==> src/hdl/vector3_math_unit_core_macros.svh <==
// ---------------------------------------------------------------------------
// vector3_math_unit_core assertion macros
// Implication checks on the core clock, disabled while reset is high.
// ---------------------------------------------------------------------------
`ifndef VECTOR3_MATH_UNIT_CORE_MACROS_SVH
`define VECTOR3_MATH_UNIT_CORE_MACROS_SVH
`ifndef NO_ASSERTIONS
// same-cycle implication
`define V3MU_ASSERT_IMP(lbl, c, r, ante, cons) \
  lbl: assert property (@(posedge c) disable iff (r) (ante) |-> (cons)) \
    else $error("v3mu check failed");
// next-cycle implication
`define V3MU_ASSERT_NXT(lbl, c, r, ante, cons) \
  lbl: assert property (@(posedge c) disable iff (r) (ante) |=> (cons)) \
    else $error("v3mu check failed");
`else
`define V3MU_ASSERT_IMP(lbl, c, r, ante, cons)
`define V3MU_ASSERT_NXT(lbl, c, r, ante, cons)
`endif
`endif

==> src/hdl/v3mu_sqrt.sv <==
// ---------------------------------------------------------------------------
// v3mu_sqrt
// Pipelined floor square root, one root bit per stage.
// ---------------------------------------------------------------------------
`default_nettype none

module v3mu_sqrt #(
  parameter int W = 32
) (
  input  wire               clk,
  input  wire               en,
  input  wire [2*W-1:0]     x,
  output logic [W-1:0]      root
);

  localparam int RW = W + 3;

  logic [RW-1:0]  rem_q  [W-1];
  logic [2*W-1:0] x_q    [W-1];
  logic [W-1:0]   root_q [W];

  for (genvar k = 0; k < W; k++) begin : g_st
    logic [RW-1:0]  rin, r2, t, rn;
    logic [W-1:0]   qin, qn;
    logic [2*W-1:0] xin;

    if (k == 0) begin : g_first
      assign rin = '0;
      assign qin = '0;
      assign xin = x;
    end else begin : g_rest
      assign rin = rem_q[k-1];
      assign qin = root_q[k-1];
      assign xin = x_q[k-1];
    end

    assign r2 = {rin[RW-3:0], xin[2*W-1:2*W-2]};
    assign t  = RW'({qin, 2'b01});
    assign rn = (r2 >= t) ? (r2 - t) : r2;
    assign qn = {qin[W-2:0], (r2 >= t)};

    always_ff @(posedge clk) begin
      if (en) root_q[k] <= qn;
    end

    if (k < W-1) begin : g_carry
      always_ff @(posedge clk) begin
        if (en) begin
          rem_q[k] <= rn;
          x_q[k]   <= {xin[2*W-3:0], 2'b00};
        end
      end
    end
  end

  assign root = root_q[W-1];

endmodule

`default_nettype wire

==> config.mk <==
export PLATFORM = sky130hd
export DESIGN_NAME = v3mu_sqrt
export DESIGN_NICKNAME = d
export VERILOG_FILES = /design/src/hdl/vector3_math_unit_core_macros.svh /design/src/hdl/v3mu_sqrt.sv
export SDC_FILE = /design/constraint.sdc
export NUM_CORES = 2
export LEC_CHECK = 0
export BUFFER_PORTS_ARGS = -buffer_cell sky130_fd_sc_hd__clkbuf_2
export CORE_MARGIN = 4
export CORE_UTILIZATION = 45
export CTS_CLUSTER_DIAMETER = 50
export CTS_CLUSTER_SIZE = 25
export DETAILED_ROUTE_END_ITERATION = 12
export GPL_TIMING_DRIVEN = 0
export MAX_ROUTING_LAYER = met4
export PLACE_DENSITY = 0.71
export REMOVE_ABC_BUFFERS = 1
export SETUP_SLACK_MARGIN = 0.2
export SYNTH_ARGS = -nofsm -noshare
export SYNTH_HDL_FRONTEND = slang
export SYNTH_SLANG_ARGS = --single-unit
export TNS_END_PERCENT = 100
==> constraint.sdc <==
create_clock -name clk -period 7.23 [get_ports clk]
set_clock_uncertainty 0.2 [all_clocks]
set_input_delay 1.446 -clock clk [delete_from_list [all_inputs] [get_ports clk]]
set_output_delay 1.446 -clock clk [all_outputs]
set_load 0.02 [all_outputs]
---- After elaboration in Yosys (flattened, before gate mapping) ----
Memory sizes are Yosys's and may differ from the RTL's.
Index checks and enable logic that the tools add are counted.
cells by class
  $add $sub $neg .......................... 31
  order comparisons ....................... 32
  muxes and demuxes ....................... 33
operators by type and width
  cell                                                                                 number
  35-bit by 34-bit greater-or-equal comparator with 1-bit output                       31
  35-bit 2-to-1 mux                                                                    31
  35-bit by 34-bit subtractor with 35-bit output                                       30
  2-bit by 1-bit subtractor with 3-bit output, second input constant                   1
  2-bit by 1-bit greater-or-equal comparator with 1-bit output, second input constant  1
  1-bit 2-to-1 mux                                                                     2
storage, ports and cells
  register bits ........................... 0
  bits in writable memories ............... 4031
  input port bits ......................... 66
  output and inout bits ................... 32
  logic and storage cells ................. 99
  memories kept ........................... 3
memories
  memory  depth  width  rd ports  clocked after memory_dff  wr ports  RTL line         RTL
  x_q     31     62     31        0                         31        v3mu_sqrt.sv:19  logic [2*W-1:0] x_q [W-1];
  rem_q   31     35     31        0                         31        v3mu_sqrt.sv:18  logic [RW-1:0] rem_q [W-1];
  root_q  32     32     32        0                         32        v3mu_sqrt.sv:20  logic [W-1:0] root_q [W];

---- Logic depth before layout (Yosys ltp) ----
An unclocked memory read counts as a cell.
  depth in word-level cells ............... 3
  mapped depth ............................ 15
  gate-level depth less buffers ........... 13

---- Worst setup path before layout ----
OpenSTA, ideal clock, no wires.
  path type ............................... register to register
  start point ............................. mem rem_q[0][195] (netlist bit)
  end point ............................... mem rem_q[0][236] (netlist bit), data pin
  library setup time ...................... 0.266 ns
  arrival time ............................ 3.575 ns
  required time ........................... 6.764 ns
  slack ................................... 3.190 ns
  cell stages (with the launch flop) ...... 12
  path buffers ............................ 1
  clock period less this slack ............ 4.040 ns
  cell sequence ........................... edfxtp_1 > or4_4 > or4_4 > or4_4 > or4_1 > or4_1 > nor4_2 > and2b_2 > a2111o_2 > buf_6 > nor3_1 > xor2_1
RTL lines
  item             RTL line
  start, declared  v3mu_sqrt.sv:18

==> metrics <==
outcome finished clean; drt wl/cell 17.36 um; largest net degree at the start of global routing 129; DRC errors left 0; slowest CP cell clkinv_1; Layout fillers roughly 21000; GP Congestion roughly 0.93; ys flop type edfxtp_1; number of synthesized flops with an enable pin about 2500; Crit path max-delay family compound AO/OA/AOI/OAI gates; synth warn 0; CTS Buf Count 279; clock period minus worst slack approximately 6.1 ns; CP max FO 31; CTS tree built; crit path launch type flip-flop; Critical Path RT 7.62 ns; Gate Count Post-Synth 8935; mapped cell area 0.1155 mm^2; R2R Setup Slk roughly 1.1 ns; RSZ-0062 raised after global routing no; Final Cycle Share a little over four fifths; area added between synthesis and finish 12.70%; drt pass-1 iters 6; die height about 510 um; relative slew slack between 10 and 15%; DRT Wirelength about 220000 um; vias in the first global route 68770; post-route ant nets 0; maximum clock path buffer count 4; Post-CTS Setup Repair Bufs 0; post-cts resize count 0; global-route wire length before repair between 300000 and 400000 um; Avg Cell Area, Syn approximately 13 um^2; Critical path buffers and inverters 1; All-Layer GR Usage between 10% and 20%; initial antenna violation count 3; Clock Pin Slew Worst Setup and Hold Paths roughly 0.08 ns; maxcap violations 0; multi-input logic area between 0.03 and 0.04 mm^2; ranking of synthesized cells by area edfxtp_1, ha_1, xnor2_1; worst-path cell chain ha_1 > o21a_1 > o21a_1 > or2_2 > a211oi_1 > o21ba_2 > nor2_1 > a211oi_1 > and2_1 > clkinv_1 > nor2_1 > a21oi_1; Final setup viols 0; Hold WC Path Type flip-flop to flip-flop; HPWL Detailed approximately 160000 um; area leader, netlist edfxtp_1; ys async rst share 0%; Fin. Hold Viols 0; Max Clk Rate around 0.16 GHz; clk sinks 2494; Max Transition Viols Final 0; critical path class flip-flop to flip-flop; final worst slack between 1 and 1.5 ns; CP max stage delay approximately 1.2 ns; top cell type's share of synthesized area between 60 and 70%; Starting Density roughly 45%; Critical Path End Type flip-flop; setup TNS 0 ns; hold_buf cts 0; worst vdd ir 0.2826 mV; Via density 5.375; CORE AREA between 0.2 and 0.3 mm^2; Netlist cell types 85; Port Buffers slightly below 100; num rows approximately 190; share of cells above drive strength 1 just over 8%; Leak slightly below 50 nW; Setup WS pre-CTS between 1 and 1.5 ns; I/O pin count 98; vias between 60000 and 70000; power density over the cells approximately 320 mW/mm^2; Final #Nets around 10000; initial drt markers between 4000 and 5000; clock latency on the worst-skew pair between 0.9 and 1 ns; Chip Width between 500 and 600 um; Reg area around 0.075 mm^2; Clock Root Buffer clkbuf_16; die area 0.2649 mm^2; FF+latch count, synth between 2000 and 2500; post-synthesis sequential area ratio 64.83%; H-tree lvl count 5; grt total ovfl 0; slew of the pin with the lowest slew margin ~1.3 ns; Worst Path Arrival between 6 and 7 ns
[metal layers]
metal | share of wire [%] | vias to the layer above | track usage [%]
met5 | 0 | - | -
met4 | 3.5 | 0 | 6.251
met3 | 4.5 | 507 | 2.678
met2 | 51 | 1558 | 29.15
met1 | 42 | 32960 | 20.51
li1 | - | 33580 | -
[report_power, final]
| part | switching, W | internal [W] | total [W] |
|---|---|---|---|
| logic | 0.00484 | 0.00345 | 0.00829 |
| registers | 0.00114 | 0.0183 | 0.0194 |
| clock network | 0.00619 | 0.00823 | 0.0144 |
| total | 0.0122 | 0.0300 | 0.0421 |
[path summary, 6_finish.rpt]
kind,start,endpoint,depth (start not counted)
worst max-delay path,rem_q[1][210],rem_q[1][261],12
worst min register to register,x_q[0][197],x_q[0][261],0
worst max register to register,rem_q[1][210],rem_q[1][261],12
worst min-delay path,x_q[0][197],x_q[0][261],0
[state kept, by name, indices dropped and copies added, names as in the netlist]
name and cells:
x_q 992, root_q 528, rem_q 974
[placed cells by master, fill, tap and decap left out, types with 42 or more instances in the layout]
| cell type | count |
|---|---|
| clkbuf_2 | 96 |
| clkbuf_16 | 283 |
| edfxtp_1 | 2494 |
| nor3_1 | 223 |
| nand2_1 | 561 |
| or4_1 | 66 |
| xor2_1 | 386 |
| a21o_1 | 209 |
| and3_1 | 46 |
| nand4_1 | 96 |
| nor4_1 | 101 |
| nand2b_1 | 122 |
| nand3_1 | 140 |
| o31ai_1 | 50 |
| o21bai_1 | 71 |
| or2_2 | 49 |
| o21a_1 | 101 |
| ha_1 | 561 |
| o21ai_0 | 463 |
| a31oi_1 | 48 |
| mux2_2 | 71 |
| a211oi_1 | 42 |
| xnor2_1 | 412 |
| or3_1 | 102 |
| nor2_1 | 599 |
| a21oi_1 | 622 |
| inv_1 | 704 |
| nor2b_1 | 79 |
[Yosys cell counts, types with 23 or more instances]
cell type and n:
a211oi_1 42, a21boi_0 23, a21o_1 209, a21oi_1 623, a31oi_1 48, and2_1 28, and3_1 46, clkbuf_1 151
edfxtp_1 2494, ha_1 561, inv_1 704, mux2_2 71, nand2_1 561, nand2b_1 123, nand3_1 140, nand4_1 96
nor2_1 599, nor2b_1 81, nor3_1 225, nor4_1 103, o211ai_1 27, o21a_1 101, o21ai_0 464, o21bai_1 71
o31ai_1 50, or2_2 49, or3_1 102, or4_1 66, xnor2_1 412, xor2_1 386
[cell families after synthesis]
kind of cell / synth area share (%)
flip-flops: 64.83
AND/OR/NAND/NOR: 9.913
XOR/XNOR: 6.050
buffers and inverters: 2.859
AO/OA/AOI/OAI: 9.482
adder cells (fa/ha/maj): 6.076
multiplexers: 0.7874
other: 0.003246
[layout make-up]
class / count / area share [%]
Sequential cell: 2494 / 57.52
Multi-Input combinational cell: 5565 / 28.78
Clock buffer: 296 / 5.477
Tap cell: 3366 / 3.235
Inverter: 706 / 2.035
Clock inverter: 189 / 1.848
Timing Repair Buffer: 145 / 1.100
Antenna cell: 2 / 0.003844
[worst reg2reg max path, delay by kind of cell, from the launching register on]
| family | cells | cell delay, ns |
|---|---|---|
| flip-flops | 1 | 0.41 |
| AO/OA/AOI/OAI | 6 | 1.90 |
| AND/OR/NAND/NOR | 4 | 1.77 |
| adder cells (fa/ha/maj) | 1 | 0.37 |
| buffers and inverters | 1 | 1.18 |
[per-stage QoR]
step / total power (W) / hold WS, ns / util (%) / area, um^2 / std cells
6_report: 0.04214 / 0.1545 / 51.09 / 130200 / 12760
5_1_grt: 0.04443 / 0.1651 / 51.09 / 130200 / 12760
4_1_cts: 0.04262 / 0.1502 / 51.08 / 130200 / 12760
3_5_place_dp: 0.02797 / 0.2045 / 47.34 / 120600 / 12280
3_3_place_gp: 0.02913 / 0.2003 / 46.92 / 119600 / 12230
2_1_floorplan: 0.02538 / 0.2003 / - / 114900 / 8765
(Power assumes the default switching activity.)
