## config.mk

```make
export PLATFORM = sky130hd
export DESIGN_NAME = v3mu_merge
export DESIGN_NICKNAME = d
export VERILOG_FILES = /design/src/hdl/vector3_math_unit_core_macros.svh /design/src/hdl/v3mu_pkg.sv /design/src/hdl/v3mu_merge.sv
export SDC_FILE = /design/constraint.sdc
export NUM_CORES = 1
export LEC_CHECK = 0
export ABC_CLOCK_PERIOD_IN_PS = 6900
export BUFFER_PORTS_ARGS = -buffer_cell sky130_fd_sc_hd__buf_2
export CORE_MARGIN = 4
export CORE_UTILIZATION = 38
export DETAILED_ROUTE_END_ITERATION = 16
export HOLD_SLACK_MARGIN = 0.03
export PLACE_DENSITY_LB_ADDON = 0.05
export SETUP_SLACK_MARGIN = 0.02
export SYNTH_ARGS = -nofsm -noshare
export SYNTH_HDL_FRONTEND = slang
export SYNTH_SLANG_ARGS = --single-unit
```

## constraint.sdc

```tcl
create_clock -name clk -period 6.9 [get_ports clk]
set_clock_uncertainty 0.15 [all_clocks]
set_input_delay 0.345 -clock clk [delete_from_list [all_inputs] [get_ports clk]]
set_output_delay 0.345 -clock clk [all_outputs]
set_load 0.05 [all_outputs]
```

## src/hdl/vector3_math_unit_core_macros.svh

```systemverilog
// ---------------------------------------------------------------------------
// vector3_math_unit_core assertion macros
// Implication checks on the core clock, disabled while reset is high.
// ---------------------------------------------------------------------------
`ifndef VECTOR3_MATH_UNIT_CORE_MACROS_SVH
`define VECTOR3_MATH_UNIT_CORE_MACROS_SVH
`ifndef NO_ASSERTIONS
// same-cycle implication
`define V3MU_ASSERT_IMP(lbl, c, r, ante, cons) \
  lbl: assert property (@(posedge c) disable iff (r) (ante) |-> (cons)) \
    else $error("v3mu check failed");
// next-cycle implication
`define V3MU_ASSERT_NXT(lbl, c, r, ante, cons) \
  lbl: assert property (@(posedge c) disable iff (r) (ante) |=> (cons)) \
    else $error("v3mu check failed");
`else
`define V3MU_ASSERT_IMP(lbl, c, r, ante, cons)
`define V3MU_ASSERT_NXT(lbl, c, r, ante, cons)
`endif
`endif

```

## src/hdl/v3mu_pkg.sv

```systemverilog
// ---------------------------------------------------------------------------
// v3mu_pkg
// Shared types and constants of the 3D vector math unit.
// ---------------------------------------------------------------------------
`default_nettype none

package v3mu_pkg;

  localparam int WORD_BITS_DEF = 32;
  localparam int FRAC_BITS_DEF = 16;
  localparam int PORT_BITS     = 32;
  localparam int CFG_BITS      = 17;

  localparam logic [CFG_BITS-1:0] MIN_LENGTH_RST = 17'd1;

  typedef enum logic [2:0] {
    OP_ADD   = 3'd0,
    OP_SUB   = 3'd1,
    OP_DOT   = 3'd2,
    OP_CROSS = 3'd3,
    OP_NORM  = 3'd4,
    OP_UNIT  = 3'd5
  } op_t;

  localparam logic [1:0] ST_OK    = 2'd0;
  localparam logic [1:0] ST_SAT   = 2'd1;
  localparam logic [1:0] ST_SHORT = 2'd2;

  typedef struct packed {
    logic [2:0]                  opcode;
    logic signed [PORT_BITS-1:0] a_x;
    logic signed [PORT_BITS-1:0] a_y;
    logic signed [PORT_BITS-1:0] a_z;
    logic signed [PORT_BITS-1:0] b_x;
    logic signed [PORT_BITS-1:0] b_y;
    logic signed [PORT_BITS-1:0] b_z;
  } cmd_t;

  typedef struct packed {
    logic signed [PORT_BITS-1:0] r_x;
    logic signed [PORT_BITS-1:0] r_y;
    logic signed [PORT_BITS-1:0] r_z;
    logic [1:0]                  status;
  } res_t;

  typedef struct packed {
    logic en;
    op_t  op;
  } stage_ctl_t;

endpackage

`default_nettype wire

```

## src/hdl/v3mu_merge.sv

```systemverilog
// ---------------------------------------------------------------------------
// v3mu_merge
// Combines lane results: floor shift, saturation, sum of squares.
// ---------------------------------------------------------------------------
`default_nettype none

module v3mu_merge #(
  parameter int W = 32,
  parameter int F = 16
) (
  input  wire                        clk,
  input  v3mu_pkg::stage_ctl_t       ctl,
  input  wire logic signed [2*W-1:0] p0 [3],
  input  wire logic signed [2*W-1:0] p1 [3],
  input  wire logic signed [W:0]     s [3],
  output logic signed [W-1:0]        r [3],
  output logic [1:0]                 st,
  output logic [2*W-1:0]             sumsq
);
  import v3mu_pkg::*;

  localparam int SW = 2*W + 2;

  // {overflow, clamped value}
  function automatic logic [W:0] sat_w(input logic signed [SW-1:0] v);
    logic         ovf;
    logic [W-1:0] val;
    ovf = !((&v[SW-1:W-1]) || !(|v[SW-1:W-1]));
    if (!ovf) begin
      val = v[W-1:0];
    end else if (v[SW-1]) begin
      val = {1'b1, {(W-1){1'b0}}};
    end else begin
      val = {1'b0, {(W-1){1'b1}}};
    end
    return {ovf, val};
  endfunction

  logic signed [SW-1:0] dsum;
  logic signed [SW-1:0] cdif [3];
  logic [W:0]           sr [3];
  logic [W-1:0]         r_next [3];
  logic [1:0]           st_next;

  always_comb begin
    dsum = (SW'(p0[0]) + SW'(p0[1]) + SW'(p0[2])) >>> F;
    for (int i = 0; i < 3; i++) begin
      cdif[i] = (SW'(p0[i]) - SW'(p1[i])) >>> F;
      sr[i]   = '0;
    end
    case (ctl.op) inside
      OP_ADD, OP_SUB: begin
        for (int i = 0; i < 3; i++) sr[i] = sat_w(SW'(s[i]));
      end
      OP_DOT:   sr[0] = sat_w(dsum);
      OP_CROSS: begin
        for (int i = 0; i < 3; i++) sr[i] = sat_w(cdif[i]);
      end
      default: ;
    endcase
    for (int i = 0; i < 3; i++) r_next[i] = sr[i][W-1:0];
    st_next = (sr[0][W] || sr[1][W] || sr[2][W]) ? ST_SAT : ST_OK;
  end

  always_ff @(posedge clk) begin
    if (ctl.en) begin
      for (int i = 0; i < 3; i++) r[i] <= signed'(r_next[i]);
      st    <= st_next;
      // squares are non-negative and their sum fits 2W bits
      sumsq <= (2*W)'(p0[0]) + (2*W)'(p0[1]) + (2*W)'(p0[2]);
    end
  end

endmodule

`default_nettype wire

```

; ---- Yosys cells after proc, flatten, opt, wreduce, memory -nomap -nowiden
; Index checks and enable logic that the tools add are counted.
[op_classes]
add_sub_neg = 7
eq_ne = 3
muxes = 21
reduce_logical = 39
[ops]
columns = operator, n
row1 = $mux 32, 14
row2 = $mux 66, 3
row3 = $sub 64x64->65, 3
row4 = $add 64x64->64, 2
row5 = $mux 33, 3
row6 = $reduce_and 19->1, 4
row7 = $reduce_or 19->1, 4
row8 = $add 65x64->66, 1
row9 = $add 64x64->65, 1
row10 = $logic_not 1->1, 14
row11 = $logic_or 1x1->1, 9
row12 = $reduce_or 2->1, 4
row13 = $eq 3x2->1 const B, 2
row14 = $reduce_and 2->1, 3
row15 = $eq 3x1->1 const B, 1
row16 = $logic_not 3->1, 1
row17 = $mux 1, 1
[totals]
reg_bits = 162
in_bits = 488
output_inout_bits = 162
wordCells = 75

; ---- Longest topological paths before layout
; Gate-level depths: netlist of the first run.
[logic_depth]
ltp_word = 11
mapped_depth = 20
ltp_nobuf = 19

; ---- Worst setup path after synthesis of the first run
; No wires, ideal clock.
[synth_timing]
kind = input -> register
start = input p0[1] (netlist bit)
end = register r[65] (netlist bit) (data pin)
setup_time_ns = 0.146
t_arrival_ns = 4.315
required_time_ns = 6.604
slack_ns = 2.289
path_stages = 18
path_buffers = 1
cell_sequence = fa_1 -> ha_1 -> inv_1 -> fa_1 -> nand2b_1 -> a2111oi_2 -> o21ai_1 -> a311oi_1 -> o21ai_1 -> a21oi_1 -> a221o_1 -> xor2_1 -> and4_1 -> nand4_1 -> a2111oi_4 -> buf_2 -> o21ai_0 -> a21oi_1
[synth_lines]
columns = item, line_no
row1 = from (decl), v3mu_merge.sv:13  ; input wire logic signed [2*W-1:0] p0 [3],
row2 = to (decl), v3mu_merge.sv:16  ; output logic signed [W-1:0] r [3],

==> metrics.md, run 1 <==
| Metric | Value |
|---|---|
| WS Path Type | `in -> reg` |
| Chip height | `between 200 and 300 um` |
| CTS buffer count | `17` |
| CTS clk-pin slew, worst paths | `70 ps` |
| Setup bufs post-CTS | `0` |
| DRC Markers | `0` |
| Hold Path Class | `in -> reg` |
| Final non-filler cell total | `approximately 4800` |
| Syn Nets | `about 4100` |
| Wirelength per Cell | `27.3 um` |
| Routability cong. | `1.04` |
| Pin count of the biggest net entering global routing | `69` |
| DIE AREA | `0.0707 mm2` |
| Synth Area in Adders | `0.180` |
| CTS root buf | `clkbuf_16` |
| Tot GR Track Use | `0.347` |
| Share of cells above drive strength 1 | `0.194` |
| Maximum fanout along the worst path | `31` |
| Cell Pwr Density | `208 mW/mm2` |
| Fmax | `165 MHz` |
| Worst slew pin tran | `about 1100 ps` |
| HPWL Detailed | `113000 um` |
| Critical path arrival | `6230 ps` |
| CTS tree | `done` |
| Max-cap violations | `0` |
| Most frequent cells after synthesis | `470 x a21oi_1, 362 x nand2_1, 259 x ha_1, 259 x inv_1, 227 x o21ai_0` |
| Die W | `266 um` |
| Final worst slack | `between 800 and 900 ps` |
| Starting Density | `0.384` |
| First-pass GRT wire length | `183000 um` |
| Grt total ovfl | `0` |
| Yosys top cell by area | `edfxtp_1` |
| Top FF cell, synth | `edfxtp_1` |
| CP max stage cell | `a311oi_1` |
| Final period util | `0.877` |
| Yosys warns | `0` |
| FF+latch count, synth | `161` |
| Post-Place Setup Slack | `around 600 ps` |
| RSZ-0062 raised after global routing | `false` |
| Clock Path Buffers | `2` |
| Number of global-route vias before repair | `27500` |
| Synth Area in XOR/XNOR | `0.0593` |
| Final setup vio count | `0` |
| Synth Instances | `3322` |
| Antenna violations before repair | `21` |
| Post-synthesis sequential area ratio | `0.191` |
| Slew Viols, Final | `0` |
| Synth top area share | `0.191` |
| Setup TNS Final | `0 ps` |
| DR iter-0 viols | `3076` |
| Synthesized area | `0.0253 mm2` |
| Placed insts | `around 4700` |
| Io pins | `650` |
| Routed WL | `130000 um` |
| Required time at the worst-slack endpoint | `~7100 ps` |
| Area added between synthesis and finish | `18.2%` |
| FFs w/ async S/R, synth | `0` |
| Final ANT Viol Nets | `0` |
| Num Clock Sinks | `161` |
| Critical Path Source Type | `input pin` |
| Compound-Gate Fraction of Synth Area | `0.305` |
| Tmin final | `6050 ps` |
| Status | `complete, no violations` |
| Via count | `29000` |
| Clock H-tree levels | `4` |
| Largest family of logic cells by synthesized area | `compound AO/OA/AOI/OAI gates` |
| TritonRoute pass-1 iters | `6` |
| Crit end category | `flip-flop` |
| Synth top area cells | `edfxtp_1 19%, ha_1 13%, a21oi_1 9.3%` |
| Count leader, synth | `a21oi_1` |
| Multiplexer share of the synthesized area | `0.00688` |
| Core Box Area | `0.0659 mm2` |
| Max rail drop VDD | `0.148 mV` |
| Rows | `94` |
| CP max stage delay | `between 600 and 700 ps` |
| Simple-gate share of the synthesized area | `0.195` |
| Cell Chain, Critical Path | `buf_2 -> fa_1 -> ha_1 -> inv_1 -> fa_1 -> nand2b_1 -> a2111oi_2 -> o21ai_1 -> a311oi_1 -> o21ai_1 -> a21oi_1 -> a221o_1 -> xor2_1 -> and4_1 -> nand4_1 -> a2111oi_4 -> buf_4 -> o21ai_0 -> a21oi_1` |
| Drt via density | `6.09` |
| Leakage | `13.7 nW` |
| Slew HR | `0.240` |
| IO buf count | `648` |
| Hold Violations, Final | `0` |
| Unique cell type count in the Yosys netlist | `100` |
| Hold slack | `54.2 ps` |
| Syn Area/Cell | `7.61 um2` |
| Post-synth EDFFs | `161` |
| Final net count | `4685` |
[power by group]
part / switching, W / leakage (nW) / total, W / internal, W
sequential: 0.0000679 / 1.56 / 0.00140 / 0.00133
clock: 0.000536 / 0.293 / 0.00103 / 0.000491
combinational: 0.00266 / 11.9 / 0.00379 / 0.00113
total: 0.00327 / 13.7 / 0.00621 / 0.00295
[per-stage QoR]
stage	utilization	total power [W]	area, um2
after floorplan	-	0.00389	25300
after global placement	0.443	0.00516	29200
after detailed placement	0.443	0.00513	29200
after CTS	0.453	0.00618	29800
after global routing	0.453	0.00652	29900
final	0.453	0.00621	29900
[area by class of cell]
cell class              count  area (um2)
fillers                  7057       36000
multi-input cells        2760       18900
flip-flops and latches    161        4830
repair buffers            674        3460
well taps                 864        1080
inverters                 259         972
clock buffers              17         425
clock inverters            15         185
diodes                      8        20.0
[flip-flops by register name, indices dropped and copies added (netlist names)]
| name | flops |
|---|---|
| r | 96 |
| sumsq | 64 |
| st | 1 |
[final timing paths]
kind	from	endpoint	slack, ps	depth (start not counted)
max	p0[1]	r[75]	850	19
min	s[83]	r[81]	50	3
[what timing repair did]
action	CTS	global route
endpoints found under the hold margin	7	0
resized for setup	0	0
hold buffers	7	0
[critical path: cells and delay by family]
kind	cells	cell delay [ps]
buf+inv	3	610
simple gates	3	630
compound gates	9	3130
fa+ha+maj	3	1130
xor+xnor	1	340
[cell families after synthesis]
family | count (synthesis)
AO/OA/AOI/OAI | 1226
AND/OR/NAND/NOR | 1021
buffers and inverters | 401
adder cells (fa/ha/maj) | 324
XOR/XNOR | 171
flip-flops | 161
multiplexers | 17
other | 1
[layer usage]
metal,vias to the layer above,track usage,routed length (um),share of wire
li1,13400,-,-,-
met1,14000,0.451,53000,0.41
met2,1347,0.588,60900,0.47
met3,222,0.0562,10600,0.082
met4,18,0.119,5020,0.039
met5,-,0,109,0.00084
[layout by cell type, fill, tap and decap left out, drive strengths merged, types with 84 or more instances in the layout]
cell and count:
buf 667, a21oi 471, nand2 364, inv 266, ha 259, o21ai 256, nor2 224, edfxtp 161
xnor2 90, nand4 84
Power figures use the tool's default switching activity.
==> inputs of run 2 (changes only) <==
--- a/config.mk
+++ b/config.mk
@@ -7,7 +7,7 @@
 export LEC_CHECK = 0
 export ABC_CLOCK_PERIOD_IN_PS = 6900
 export BUFFER_PORTS_ARGS = -buffer_cell sky130_fd_sc_hd__buf_2
-export CORE_MARGIN = 4
+export CORE_MARGIN = 2
 export CORE_UTILIZATION = 38
 export DETAILED_ROUTE_END_ITERATION = 16
 export HOLD_SLACK_MARGIN = 0.03
==> run 2 against run 1 <==
Compared with the run above: hold slack better by 6.0 ps; largest cell class unchanged; clock power hardly changed; final cell count hardly changed.
==> metrics.md, run 2 (synthesis results as in run 1) <==
| Metric | Value |
|---|---|
| Placed insts | `4715 (+0.085%)` |
| Wirelength per Cell | `27.4 um (+0.68%)` |
| Post-CTS sizing | `0 (unchanged)` |
| Rows | `94 (unchanged)` |
| Routed WL | `131000 um (+0.77%)` |
| Slew Viols, Final | `0 (unchanged)` |
| Cell Chain, Critical Path | `buf_2 -> fa_1 -> ha_1 -> inv_1 -> fa_1 -> nand2b_1 -> a2111oi_2 -> o21ai_1 -> a311oi_1 -> buf_4 -> o21ai_1 -> a21oi_1 -> a221o_1 -> xor2_1 -> and4_1 -> nand4_1 -> a2111oi_4 -> buf_4 -> o21ai_0 -> a21oi_1` |
| Hold Violations, Final | `0 (unchanged)` |
| Most common cell after layout, fill and taps aside | `buf_2` |
| Area added between synthesis and finish | `18.3% (about the same)` |
| Most frequent cells in the layout | `647 x buf_2, 470 x a21oi_1, 362 x nand2_1` |
| Critical path arrival | `5620 ps (-610 ps)` |
| Crit end category | `flip-flop` |
| CTS tree | `done` |
| Critical Path Source Type | `input pin` |
| Grt total ovfl | `0 (unchanged)` |
| Max reg flops | `96 (unchanged)` |
| Slew HR | `0.273 (+0.0327)` |
| Final non-filler cell total | `4762 (+0.084%)` |
| CTS root buf | `clkbuf_16` |
| HPWL Detailed | `113000 um (+0.74%)` |
| Hold buffer count at cts | `3 (-4)` |
| DR iter-0 viols | `2869 (-6.7%)` |
| Chip height | `262 um (-1.5%)` |
| DRC Markers | `0 (unchanged)` |
| Pin count of the biggest net entering global routing | `69 (unchanged)` |
| WS Path Type | `in -> reg` |
| Clock Path Buffers | `2 (unchanged)` |
| Max-cap violations | `0 (unchanged)` |
| Biggest regs | `r (96), sumsq (64), st (1)` |
| Final net count | `4685 (unchanged)` |
| Io pins | `650 (unchanged)` |
| TritonRoute pass-1 iters | `6 (unchanged)` |
| Starting Density | `0.384 (+0.000686)` |
| Die W | `262 um (-1.5%)` |
| Maximum fanout along the worst path | `31 (unchanged)` |
| DIE AREA | `0.0686 mm2 (-3.0%)` |
| CP max stage delay | `530 ps (-140 ps)` |
| Top reg by flops | `r` |
| Final setup vio count | `0 (unchanged)` |
| Share of cells above drive strength 1 | `0.195 (+0.00103)` |
| Fmax | `184 MHz (+11%)` |
| Clock H-tree levels | `4 (unchanged)` |
| RSZ-0062 raised after global routing | `false` |
| Setup TNS Final | `0 ps (unchanged)` |
| Final ANT Viol Nets | `0 (unchanged)` |
| Core Box Area | `0.0657 mm2 (-0.18%)` |
| Max rail drop VDD | `0.128 mV (-13%)` |
| First-pass GRT wire length | `183000 um (+0.42%)` |
| CP max stage cell | `fa_1` |
| Required time at the worst-slack endpoint | `7080 ps (about the same)` |
| Leakage | `13.7 nW (about the same)` |
| Final period util | `0.788 (-0.0891)` |
| CTS clk-pin slew, worst paths | `80 ps (about the same)` |
| Worst slew pin tran | `1090 ps (-49.0 ps)` |
| Tot GR Track Use | `0.368 (+0.0205)` |
| Hold slack | `60.1 ps (+5.99 ps)` |
| CTS buffer count | `17 (unchanged)` |
| Hold depth | `3 (unchanged)` |
| # fillers | `6983 (-1.0%)` |
| Placement Cell Area | `0.0292 mm2 (+0.10%)` |
| Number of global-route vias before repair | `27500 (-0.18%)` |
| Setup bufs post-CTS | `0 (unchanged)` |
| Drt via density | `6.06 (-0.59%)` |
| Via count | `28800 (-0.51%)` |
| Hold Path Class | `in -> reg` |
| Antenna violations before repair | `15 (-29%)` |
| Status | `complete, no violations` |
| Cell Pwr Density | `210 mW/mm2 (+0.83%)` |
| Tmin final | `5440 ps (-615 ps)` |
| Routability cong. | `1.07 (+3.2%)` |
| IO buf count | `648 (unchanged)` |
| Num Clock Sinks | `161 (unchanged)` |
| Final Cell Area | `0.0299 mm2 (about the same)` |
-- run 2: power by group --
| group | total (W) | switching [W] | internal (W) |
|---|---|---|---|
| logic | 0.00383 | 0.00270 | 0.00113 |
| clock network | 0.00104 | 0.000538 | 0.000500 |
| registers | 0.00140 | 0.0000746 | 0.00133 |
| total | 0.00627 | 0.00331 | 0.00296 |
-- run 2: layout make-up --
cell class                 instances  area [um2]  area share
clock buffer                      17         425      0.0142
inverter                         259         972      0.0325
multi-input combinational       2760       18900       0.632
tap                              864        1080      0.0362
antenna                           12        30.0     0.00100
timing repair buffer             674        3450       0.116
sequential                       161        4830       0.162
clock inverter                    15         199     0.00666
-- run 2: through the flow --
step / utilization / total power (W) / worst slack (ps)
2_1_floorplan: - / 0.00389 / 2290
3_3_place_gp: 0.444 / 0.00520 / 1140
3_5_place_dp: 0.444 / 0.00517 / 1080
4_1_cts: 0.454 / 0.00622 / 1570
5_1_grt: 0.454 / 0.00657 / 1090
6_report: 0.454 / 0.00627 / 1460
-- run 2: worst paths after layout --
path | from | to
worst max-delay path | p0[1] | r[67]
worst min-delay path | s[82] | r[80]
-- run 2: metal layers --
layer  vias to the layer above  GRT usage  wire length [um]
li1                      13400          -                 -
met1                     13900      0.462             53600
met2                      1327      0.603             59800
met3                       246     0.0711             10500
met4                        10      0.183              6740
met5                         -          0                69
-- run 2: critical path: cells and delay by family --
| family | cells | cell delay [ps] |
|---|---|---|
| buffers and inverters | 4 | 780 |
| xor gates and xnor gates | 1 | 270 |
| and+or+nand+nor | 3 | 640 |
| AOI/OAI and AO/OA | 9 | 2410 |
| adders and majority gates | 3 | 1130 |
